File: src/rtl/core/assert_macros.svh
// Assertion macros shared by the tile RTL; they expect clk and rst_n in scope.
`ifndef ASSERT_MACROS_SVH
`define ASSERT_MACROS_SVH

// same-cycle implication
`define CHK_IMPLY(lbl, ante, cons) \
  lbl: assert property (@(posedge clk) disable iff (!rst_n) (ante) |-> (cons)) \
    else $error("implication check failed");

// next-cycle implication
`define CHK_NEXT(lbl, ante, cons) \
  lbl: assert property (@(posedge clk) disable iff (!rst_n) (ante) |=> (cons)) \
    else $error("next-cycle check failed");

`endif

File: src/rtl/core/fgt_pkg.sv
// Types, constants and float helpers for the fp16 GEMM tile.
`timescale 1ns / 1ps
package fgt_pkg;

  localparam int LANES = 4;

  localparam logic [15:0] NAN16 = 16'h7E00;
  localparam logic [31:0] NAN32 = 32'h7FC0_0000;

  typedef logic signed [9:0] exp_t;

  typedef enum logic [1:0] {
    CLS_FIN,
    CLS_INF,
    CLS_NAN
  } fcls_t;

  // value = mag * 2^exp for finite operands
  typedef struct packed {
    fcls_t       cls;
    logic        neg;
    logic [23:0] mag;
    exp_t        exp;
  } fop_t;

  typedef struct packed {
    logic [15:0]                  a;
    logic [LANES-1:0][15:0]       b;
    logic [LANES-1:0][31:0]       c;
    logic                         first;
    logic                         last;
  } item_t;

  function automatic fop_t unpack16(input logic [15:0] bits);
    fop_t       f;
    logic [9:0] ef;
    f.neg = bits[15];
    f.cls = CLS_FIN;
    f.mag = '0;
    f.exp = '0;
    ef    = (bits[14:10] != 5'd0) ? {5'd0, bits[14:10]} : 10'd1;
    if (bits[14:10] == 5'h1F) begin
      f.cls = (bits[9:0] != 10'd0) ? CLS_NAN : CLS_INF;
    end else begin
      f.mag = {13'd0, bits[14:10] != 5'd0, bits[9:0]};
      f.exp = exp_t'(ef) - exp_t'(25);
    end
    return f;
  endfunction

  function automatic fop_t unpack32(input logic [31:0] bits);
    fop_t       f;
    logic [9:0] ef;
    f.neg = bits[31];
    f.cls = CLS_FIN;
    f.mag = '0;
    f.exp = '0;
    ef    = (bits[30:23] != 8'd0) ? {2'd0, bits[30:23]} : 10'd1;
    if (bits[30:23] == 8'hFF) begin
      f.cls = (bits[22:0] != 23'd0) ? CLS_NAN : CLS_INF;
    end else begin
      f.mag = {bits[30:23] != 8'd0, bits[22:0]};
      f.exp = exp_t'(ef) - exp_t'(150);
    end
    return f;
  endfunction

  function automatic logic [31:0] inf_bits(input logic neg, input logic wide);
    return wide ? {neg, 8'hFF, 23'd0} : {16'd0, neg, 5'h1F, 10'd0};
  endfunction

  function automatic logic [31:0] nan_bits(input logic wide);
    return wide ? NAN32 : {16'd0, NAN16};
  endfunction

  function automatic logic [4:0] bit_len24(input logic [23:0] v);
    logic [4:0] n;
    n = '0;
    for (int i = 0; i < 24; i++) begin
      if (v[i]) n = 5'(i + 1);
    end
    return n;
  endfunction

  function automatic logic [5:0] bit_len32(input logic [31:0] v);
    logic [5:0] n;
    n = '0;
    for (int i = 0; i < 32; i++) begin
      if (v[i]) n = 6'(i + 1);
    end
    return n;
  endfunction

endpackage

File: src/rtl/core/fgt_front.sv
// Input side: takes requests and queues them for the execution side.
`timescale 1ns / 1ps
`include "assert_macros.svh"
module fgt_front #(
  parameter int QDEPTH = 2
) (
  input  logic            clk,
  input  logic            rst_n,
  input  logic            in_valid,
  output logic            in_ready,
  input  fgt_pkg::item_t  in_item,
  output logic            q_valid,
  output fgt_pkg::item_t  q_item,
  input  logic            q_pop
);

  localparam int PTR_W = (QDEPTH > 1) ? $clog2(QDEPTH) : 1;
  localparam int CNT_W = $clog2(QDEPTH + 1);

  fgt_pkg::item_t    mem_r [QDEPTH];
  logic [PTR_W-1:0]  wr_ptr_r;
  logic [PTR_W-1:0]  rd_ptr_r;
  logic [CNT_W-1:0]  cnt_r;
  logic              push;
  logic              pop;

  assign in_ready = (cnt_r != CNT_W'(QDEPTH));
  assign push     = in_valid && in_ready;
  assign q_valid  = (cnt_r != '0);
  assign pop      = q_pop && q_valid;
  assign q_item   = mem_r[rd_ptr_r];

  always_ff @(posedge clk) begin
    if (push) begin
      mem_r[wr_ptr_r] <= in_item;
    end
  end

  always_ff @(posedge clk) begin
    if (!rst_n) begin
      wr_ptr_r <= '0;
      rd_ptr_r <= '0;
      cnt_r    <= '0;
    end else begin
      if (push) begin
        wr_ptr_r <= (wr_ptr_r == PTR_W'(QDEPTH - 1)) ? '0 : wr_ptr_r + 1'b1;
      end
      if (pop) begin
        rd_ptr_r <= (rd_ptr_r == PTR_W'(QDEPTH - 1)) ? '0 : rd_ptr_r + 1'b1;
      end
      if (push && !pop) begin
        cnt_r <= cnt_r + 1'b1;
      end else if (pop && !push) begin
        cnt_r <= cnt_r - 1'b1;
      end
    end
  end

  `CHK_IMPLY(a_no_overflow, cnt_r == CNT_W'(QDEPTH), !push)
  `CHK_NEXT(a_cnt_up, push && !pop, cnt_r == CNT_W'($past(cnt_r) + 1'b1))
  `CHK_IMPLY(a_empty_ptrs, cnt_r == '0, wr_ptr_r == rd_ptr_r)

endmodule

File: config.mk
export PLATFORM = sky130hd
export DESIGN_NAME = fgt_front
export DESIGN_NICKNAME = d
export VERILOG_FILES = /design/src/rtl/core/fgt_pkg.sv /design/src/rtl/core/fgt_front.sv
export VERILOG_INCLUDE_DIRS = /design/src /design/src/rtl/core
export SDC_FILE = /design/constraint.sdc
export NUM_CORES = 1
export LEC_CHECK = 0
export ABC_AREA = 1
export ABC_CLOCK_PERIOD_IN_PS = 13800
export BUFFER_PORTS_ARGS = -buffer_cell sky130_fd_sc_hd__buf_4
export CORE_MARGIN = 4
export CORE_UTILIZATION = 30
export CTS_CLUSTER_SIZE = 8
export DETAILED_ROUTE_END_ITERATION = 8
export PLACE_DENSITY_LB_ADDON = 0.15
export SLEW_MARGIN = 20
export SYNTH_ARGS = -nofsm -noshare
export SYNTH_HDL_FRONTEND = slang
export SYNTH_SLANG_ARGS = --single-unit
File: constraint.sdc
create_clock -name clk -period 13.8 [get_ports clk]
set_input_delay 0 -clock clk [delete_from_list [all_inputs] [get_ports clk]]
set_output_delay 0 -clock clk [all_outputs]
set_load 0.01 [all_outputs]
## After elaboration in Yosys (flattened, before gate mapping)

Memory sizes are Yosys's and may differ from the RTL's. A register that Yosys moved wholly into a read port is not among the register bits.
Cells that the tools add are included.

| operators by class | value |
|---|---|
| multiplexer cells | 8 |
| add/sub/neg operators | 4 |
| equality and inequality tests | 1 |
| reduce and logical (&&, ||, !) cells | 8 |

Operators with widths:

| cell | count |
|---|---|
| $mux W1 | 6 |
| $logic_and A1 B1 Y1 | 4 |
| $mux W2 | 2 |
| $reduce_bool A2 Y1 | 2 |
| $add A1 B1 Y1 const B | 2 |
| $add A2 B1 Y2 const B | 1 |
| $logic_not A1 Y1 | 2 |
| $ne A2 B2 Y1 const B | 1 |
| $sub A2 B1 Y2 const B | 1 |

| storage, ports and cells | value |
|---|---|
| bits of input ports | 214 |
| RAM bits | 420 |
| bits in registers | 4 |
| logic and storage cells | 25 |
| memories kept | 1 |
| output and inout bits | 212 |

Memories:

| memory | words | bits a word | read ports | clocked after Yosys merged registers in | wr ports | line | source |
|---|---|---|---|---|---|---|---|
| mem_r | 2 | 210 | 1 | 1 | 1 | fgt_front.sv:20 | `fgt_pkg::item_t mem_r [QDEPTH];` |

## Depth between registers and ports, before layout

Gate-level depths: netlist (run 1).

| depth | value |
|---|---|
| depth in word-level cells | 6 |
| depth in mapped cells | 11 |
| depth with buffers taken out | 11 |

## Worst setup path before layout (run 1)

Ideal clock, no wire load.

| path | value |
|---|---|
| kind | reg-to-reg |
| start | reg cnt_r[0] |
| end | mem mem_r[0][0] in the netlist's numbering (enable) |
| period minus slack after synthesis | 10.126 ns |
| arrival time | 9.342 ns |
| buffers on the path | 0 |
| required time | 13.016 ns |
| path slack | 3.674 ns |
| stages on the path, launching flop included | 5 |
| cells stage by stage | dfxtp_1 > inv_1 > nand2_1 > nand2_1 > nor2_1 |

| between the ends | value |
|---|---|
| longest elaborated chain between the ends | 4 |

Ends and longest elaborated chain:

| item | line | source |
|---|---|---|
| start, declared | fgt_front.sv:23 | `logic [CNT_W-1:0] cnt_r;` |
| start signal, assigned | fgt_front.sv:52 | `cnt_r <= cnt_r + 1'b1;` |
| start signal, assigned | fgt_front.sv:54 | `cnt_r <= cnt_r - 1'b1;` |
| $ne A2 B2 Y1 | fgt_front.sv:27 | `assign in_ready = (cnt_r != CNT_W'(QDEPTH));` |
| named net in_ready | fgt_front.sv:10 | `output logic in_ready,` |
| $logic_and A1 B1 Y1 | fgt_front.sv:28 | `assign push = in_valid && in_ready;` |
| $mux W1 | fgt_front.sv:34 | `if (push) begin` |
| $mux W1 (not written as such) | fgt_front.sv:35 | `mem_r[wr_ptr_r] <= in_item;` |
| end, declared | fgt_front.sv:20 |  |

The timed path passes the listed nets, and every way through them passes these cells.

## Worst setup path after layout (run 1)

| path | value |
|---|---|
| start | reg cnt_r[0] |
| end | mem mem_r[0][169] in the netlist's numbering (enable) |

| between the ends | value |
|---|---|
| longest elaborated chain between the ends | 4 |

Ends and longest elaborated chain:

| item | line |
|---|---|
| $ne A2 B2 Y1 | fgt_front.sv:27 |
| $logic_and A1 B1 Y1 | fgt_front.sv:28 |
| $mux W1 | fgt_front.sv:34 |
| $mux W1 (not written as such) | fgt_front.sv:35 |

Every way passes these cells.

==> reports/results.ini, run 1 <==
[outcome]
status=finished clean

[critical_path]
crit_fanout=65
start_kind=register
worst-r2r-setup-slack_ps=10280
reg2reg_from=cnt_r[0]
crit_type=register to register
ff2ff_path_depth=6
rr_endpoint=mem_r[0][169]
crit_chain=inv_1 -> nand2_1 -> nand2_1 -> nor2_4 -> buf_4 -> buf_4
cpPeakStageDelay_ps=830
cpMaxStageDelayCell=buf_4
worstPathRequired_ps=14010
arrival_ps=3720
cp-end-kind=register

[logic_synthesis]
syn_nets=905
postSynthAreaPerCell_sq_um=22.4
yosys.area_share.adder_pct=0.0809
synth_compound_area_share_pct=0.146
synthTopCellsByArea=edfxtp_1 82%, mux2_2 15%, buf_6 1.6%
yosysUniqueCellTypes=14
synth_top_area_share_pct=81.5
syn_inst=690
synth-xor-area-share_pct=0
syn_area_sq_mm=0.0155
synthMuxAreaShare_pct=15.3
synth-simple-area-share_pct=0.485
yosys.area.top_type=edfxtp_1
ys_seq_area_share_pct=82.2
ys.warnings.count=0
ys_ff_latch=425
synth_top_family_by_area=multiplexers

[power_and_ir_drop]
ir_drop_uv=114
power_density_mw_per_mm2=169
p_leak_nw=8.57

[hold_path]
hp-class=input port to register
min_to=mem_r[0][209]
whs_path_depth=2
worstHoldStart=in_item[209]

[clock_network]
cts_root_buf=clkbuf_16
cts_sinks=425
cts-resized-gates=0
cts_hold_buf=213
post_cts_buffers=0
clk_pin_slew_worst_paths_ps=50
cts_buffers=59
htree_levels=2
insertion_delay_ps=580
max-clock-path-buffers=3
cts_tree=built

[finish]
area_delta_synth_final_pct=49.2
multiInputGateArea_sq_mm=0.00249
final_nets=1589
final_common_cell=buf_4
fin_area_sq_mm=0.0231
fillers=4444
regArea_sq_mm=0.0127
layout-drive-gt1-share_pct=51.0
layout_common_cells=431 x buf_4, 420 x edfxtp_1, 213 x dlygate4sd3_1

[sta]
post-route-min-period_ps=3520
setup_viol=0
fmax_mhz=284
finClkSkew_ps=8.83
tightest_slew_ps=1040
slew_headroom_pct=30.8
drv_slew=0
tns_ps=0
hold-worst-slack_ps=144
finalHoldViolCount=0
rsz0062_at_grt=no
period_share_pct=25.5

[floorplanning]
die_h_um=235
ioPinCount=426
coreArea_sq_mm=0.0506
dieWidth_um=235
die-area_sq_mm=0.0553
rows=82
initial_core_util_pct=30.6

[routing]
via_per_inst=4.25
final_antenna_net_count=0
drc=0
firstDrtPassIters=4
drtIter0Drc=276
num_vias=8764
wl_per_cell_um=18.7
totalWireLength_mm=38.6

[global_routing]
grt_pass1_vias=9858
grt_use_total_pct=13.6
grt_antenna_before_repair=1
grt_max_degree=160
grt_overflow=0
grt_pass1_wl_mm=58.5

[placement]
gp_congestion=0.700
dpl.hpwl_mm=24.1
port_buffers=425
placed_area_sq_mm=0.0193

[run]
maxCapViolCount=0

==> how the worst max path moves through the flow <==
stage | startpoint | end | slack [ps] | depth (start not counted)
2_1_floorplan | cnt_r[0] | mem_r[0][0] | 3670 | 4
3_3_place_gp | cnt_r[0] | mem_r[0][50] | 10170 | 6
3_5_place_dp | cnt_r[0] | mem_r[0][50] | 10170 | 6
4_1_cts | cnt_r[0] | mem_r[0][35] | 10150 | 6
5_1_grt | cnt_r[0] | mem_r[0][176] | 9950 | 6
6_report | cnt_r[0] | mem_r[0][169] | 10280 | 6
==> final cells by class <==
type | count | share of cell area, %
Sequential cell | 425 | 55.1
Timing Repair Buffer | 646 | 23.5
Multi-Input combinational cell | 234 | 10.8
Clock buffer | 74 | 6.83
Tap cell | 672 | 3.64
Inverter | 8 | 0.130
Clock inverter | 1 | 0.0380
Antenna cell | 1 | 0.0108
==> cell usage after synthesis (all sizes together) <==
library cell and count:
edfxtp 420, mux2 210, buf 23, nand2 9, inv 8, nor2 8
dfxtp 5, o21ai 2, a21oi 1, ha 1, nand3 1, nand4 1
o21a 1
==> kinds of logic (layout without fill, tap and decap cells) <==
| family | count (synthesis) | count (layout) |
|---|---|---|
| adder cells (fa/ha/maj) | 1 | 1 |
| flip-flops | 425 | 425 |
| other | 0 | 1 |
| buffers and inverters | 31 | 729 |
| AND/OR/NAND/NOR | 19 | 19 |
| AO/OA/AOI/OAI | 4 | 4 |
| multiplexers | 210 | 210 |
==> flip-flops by register name, indices dropped and copies added (netlist names), named ones only <==
name / count
mem_r: 420
cnt_r: 2
rd_ptr_r: 1
wr_ptr_r: 1
==> power by group <==
part / switching [W] / total [W] / internal [W]
Clock: 0.000489 / 0.00127 / 0.000777
Combinational: 0.000462 / 0.000944 / 0.000482
Sequential: 0.0000546 / 0.00169 / 0.00164
Total: 0.00101 / 0.00390 / 0.00290
==> routing by layer <==
metal	wire length [um]	global-route usage [%]	vias up
li1	-	-	4090
met1	14600	15.2	4354
met2	20500	24.7	239
met3	2030	3.44	81
met5	0	0	-
met4	1440	5.69	0
==> worst max-delay path, delay by kind of cell, from the launching register on <==
family	cells	cell delay (ps)
buffers and inverters	3	1660
and+or+nand+nor	3	950
DFF	1	360
==> metrics by stage <==
| stage | cells | util, % | setup WS, ps | total power, W |
|---|---|---|---|---|
| floorplan | 690 | - | 3670 | 0.00224 |
| global placement | 1771 | 38.2 | 10170 | 0.00263 |
| detailed placement | 1771 | 38.2 | 10170 | 0.00263 |
| CTS | 2059 | 45.6 | 10150 | 0.00398 |
| global route | 2061 | 45.6 | 9950 | 0.00409 |
| finish | 2061 | 45.6 | 10280 | 0.00390 |
Power figures use the tool's default switching activity.
==> run 2, diff against run 1 <==
Settings changed: ABC_AREA 1 to 0, ABC_CLOCK_PERIOD_IN_PS 13800 to 3500.
Clock period 13.8 ns to 3.5 ns, I/O delays scaled along.
==> run 2 against run 1 <==
Net effect:
- power rose to 4.0 times the previous value
- count of clock-buffer cells in the layout fell by 3
- critical path type is now register to primary output
- cell count about the same
- worst setup slack worse by 9000 ps
- clock power grew to 3.9 times the previous value
- clock skew increased by 6.4 ps
- non-clock buffer count is 12 higher
- largest power group unchanged
==> reports/results.ini, run 2 <==
[hold_path]
hp-class=input port to register
whs_path_depth=2  ; unchanged

[floorplanning]
rows=82  ; unchanged
die_h_um=235  ; about the same
die-area_sq_mm=0.0553  ; about the same
ioPinCount=426  ; unchanged
initial_core_util_pct=30.6  ; about the same
coreArea_sq_mm=0.0506  ; unchanged
dieWidth_um=235  ; about the same

[power_and_ir_drop]
power_density_mw_per_mm2=671  ; +300%
combPwrFrac_pct=26.6  ; +2.4 points
seq_power_share_pct=41.7  ; -1.7 points
ir_drop_uv=401  ; +250%
p_switching_w=0.00402  ; +300%
p_sw_share_pct=25.7  ; about the same
p_int_w=0.0116  ; +300%
p_leak_nw=8.62  ; +0.53%
p_clk_share_pct=31.6  ; -0.8 points

[finish]
final_common_cell=buf_4
layout_common_cells=434 x buf_4, 420 x edfxtp_1, 214 x dlygate4sd3_1
layout-drive-gt1-share_pct=52.1  ; +1.1 points
final_nets=1588  ; -0.063%
top_regs=mem_r x420, cnt_r x2
regMostFlops=mem_r
area_delta_synth_final_pct=50.2
stdcell_count=2059  ; -0.097%
largest_reg_flops=420  ; unchanged

[critical_path]
crit_fanout=93  ; +43%
start_kind=register
crit_type=register to primary output
cp-end-kind=primary output
ff2ff_path_depth=4  ; -2
arrival_ps=2240  ; -1480 ps
worstPathRequired_ps=3500  ; -10510 ps

[logic_synthesis]
synthTopCellsByArea=edfxtp_1 82%, mux2_2 15%, buf_6 1.6%
syn_nets=892  ; -1.4%
ys_seq_area_share_pct=82.2  ; about the same
syn_inst=677  ; -1.9%
synth_edf_count=420  ; unchanged
synth_common_cells=420 x edfxtp_1, 210 x mux2_2, 22 x buf_6
yosysUniqueCellTypes=20  ; +6
syn_area_sq_mm=0.0155  ; about the same
ys.warnings.count=0  ; unchanged
synth.most_common_cell=edfxtp_1
postSynthAreaPerCell_sq_um=22.9  ; +1.9%
yosys.area.top_type=edfxtp_1
synthArstFlopShare_pct=0  ; unchanged
synth_top_area_share_pct=81.5  ; about the same
ys.flop_type=edfxtp_1
ys_ff_latch=425  ; unchanged

[sta]
drv_slew=0  ; unchanged
slew_headroom_pct=47.4  ; +17 points
setup_viol=0  ; unchanged
rsz0062_at_grt=no
fmax_mhz=447
post-route-min-period_ps=2240
tightest_slew_ps=787  ; -251 ps
finClkSkew_ps=15.3  ; +6.44 ps
hold-worst-slack_ps=152  ; +8.02 ps
fin_ws_ps=1260  ; -9020 ps
finalHoldViolCount=0  ; unchanged
period_share_pct=64.0

[routing]
num_vias=8739  ; -0.29%
totalWireLength_mm=37.2  ; -3.5%
drtIter0Drc=345  ; +25%
via_per_inst=4.24  ; -0.19%
wl_per_cell_um=18.1  ; -3.4%
drc=0  ; unchanged
final_antenna_net_count=0  ; unchanged
firstDrtPassIters=7  ; +3

[clock_network]
clk_pin_slew_worst_paths_ps=50  ; about the same
cts_tree=built
cts_buffers=59  ; unchanged
cts_root_buf=clkbuf_16
cts-resized-gates=0  ; unchanged
insertion_delay_ps=580  ; about the same
cts_sinks=425  ; unchanged
max-clock-path-buffers=3  ; unchanged
htree_levels=2  ; unchanged

[placement]
pre_cts_slack_ps=1350  ; -8830 ps
dp_cells=1770  ; -0.056%
port_buffers=425  ; unchanged
gp_congestion=0.706  ; +0.83%
dpl.hpwl_mm=24.6  ; +1.9%

[global_routing]
grt_pass1_wl_mm=57.2  ; -2.2%
grt_antenna_before_repair=3  ; +2
grt_pass1_vias=9680  ; -1.8%
met3_usage_pct=5.89  ; +2.5 points
grt_use_total_pct=13.1  ; -0.46 points
use_met1_pct=15.9  ; +0.73 points
grt_max_degree=94  ; -41%
top_usage_layer=met2
grt_overflow=0  ; unchanged
met2_usage_pct=21.2  ; -3.5 points

[outcome]
status=finished clean

[run]
maxCapViolCount=0  ; unchanged

-- run 2: cell count changes after synthesis, moves of 2 or more --
cell | before | now
xnor2_1 | 0 | 2
inv_1 | 8 | 1
and2_1 | 0 | 4
nand2_1 | 9 | 0
nor2_1 | 8 | 0
-- run 2: cell families (layout without fill, tap and decap cells) --
family / Yosys count / count (layout) / share of synthesized area, %
compound gates: 5 / 5 / 0.226
flops: 425 / 425 / 82.2
simple gates: 9 / 9 / 0.421
fa+ha+maj: 1 / 1 / 0.0809
other cells: 0 / 1 / 0
xor+xnor: 3 / 3 / 0.170
mux: 210 / 210 / 15.3
buf+inv: 24 / 733 / 1.66
-- run 2: worst paths after layout --
| kind | startpoint | end | slack (ps) |
|---|---|---|---|
| min reg2reg | cnt_r[1] | cnt_r[1] | 540 |
| max reg2reg | cnt_r[0] | mem_r[0][16] | 1430 |
| max | register | q_item[6] | 1260 |
| min | in_item[53] | mem_r[1][53] | 150 |
-- run 2: layout make-up --
class | count | area (sq um)
tap | 672 | 841
inverter | 1 | 7.51
clock buffer | 71 | 1520
fill | 4380 | 27300
clock inverter | 3 | 42.5
sequential | 425 | 12700
timing repair buffer | 658 | 5600
antenna | 1 | 2.50
multi-input combinational | 228 | 2510
-- run 2: per-stage QoR --
stage               utilization, %  area, sq um  power, W  setup TNS (ps)
detailed placement            38.6        19500    0.0107               0
CTS                           45.9        23200    0.0159               0
finish                        45.9        23200    0.0156               0
global placement              38.6        19500    0.0107               0
global route                  45.9        23200    0.0164               0
floorplan                        -        15500   0.00879         -146200
-- run 2: timing repair --
action	in CTS	in global routing
buffers inserted	0	0
hold endpoints to repair	425	0
hold buffers	214	0
-- run 2: worst max-delay path, stage by stage (launching register included) --
cell and delay, ps:
dfxtp_4 520, buf_12 410, mux2_2 420, buf_4 150
-- run 2: layer usage --
layer,share of wire (%),wire length (um)
met1,40,15100
met2,48,17700
met3,9.7,3610
met4,2.1,796
met5,0.073,27
-- run 2: power groups by stage --
| stage | clock network, W | logic (W) | registers [W] |
|---|---|---|---|
| after floorplan | 0 | 0.00215 | 0.00664 |
| after global routing | 0.00538 | 0.00446 | 0.00657 |
| final | 0.00493 | 0.00416 | 0.00651 |
| after global placement | 0 | 0.00406 | 0.00660 |
| after detailed placement | 0 | 0.00405 | 0.00662 |
| after CTS | 0.00513 | 0.00428 | 0.00652 |
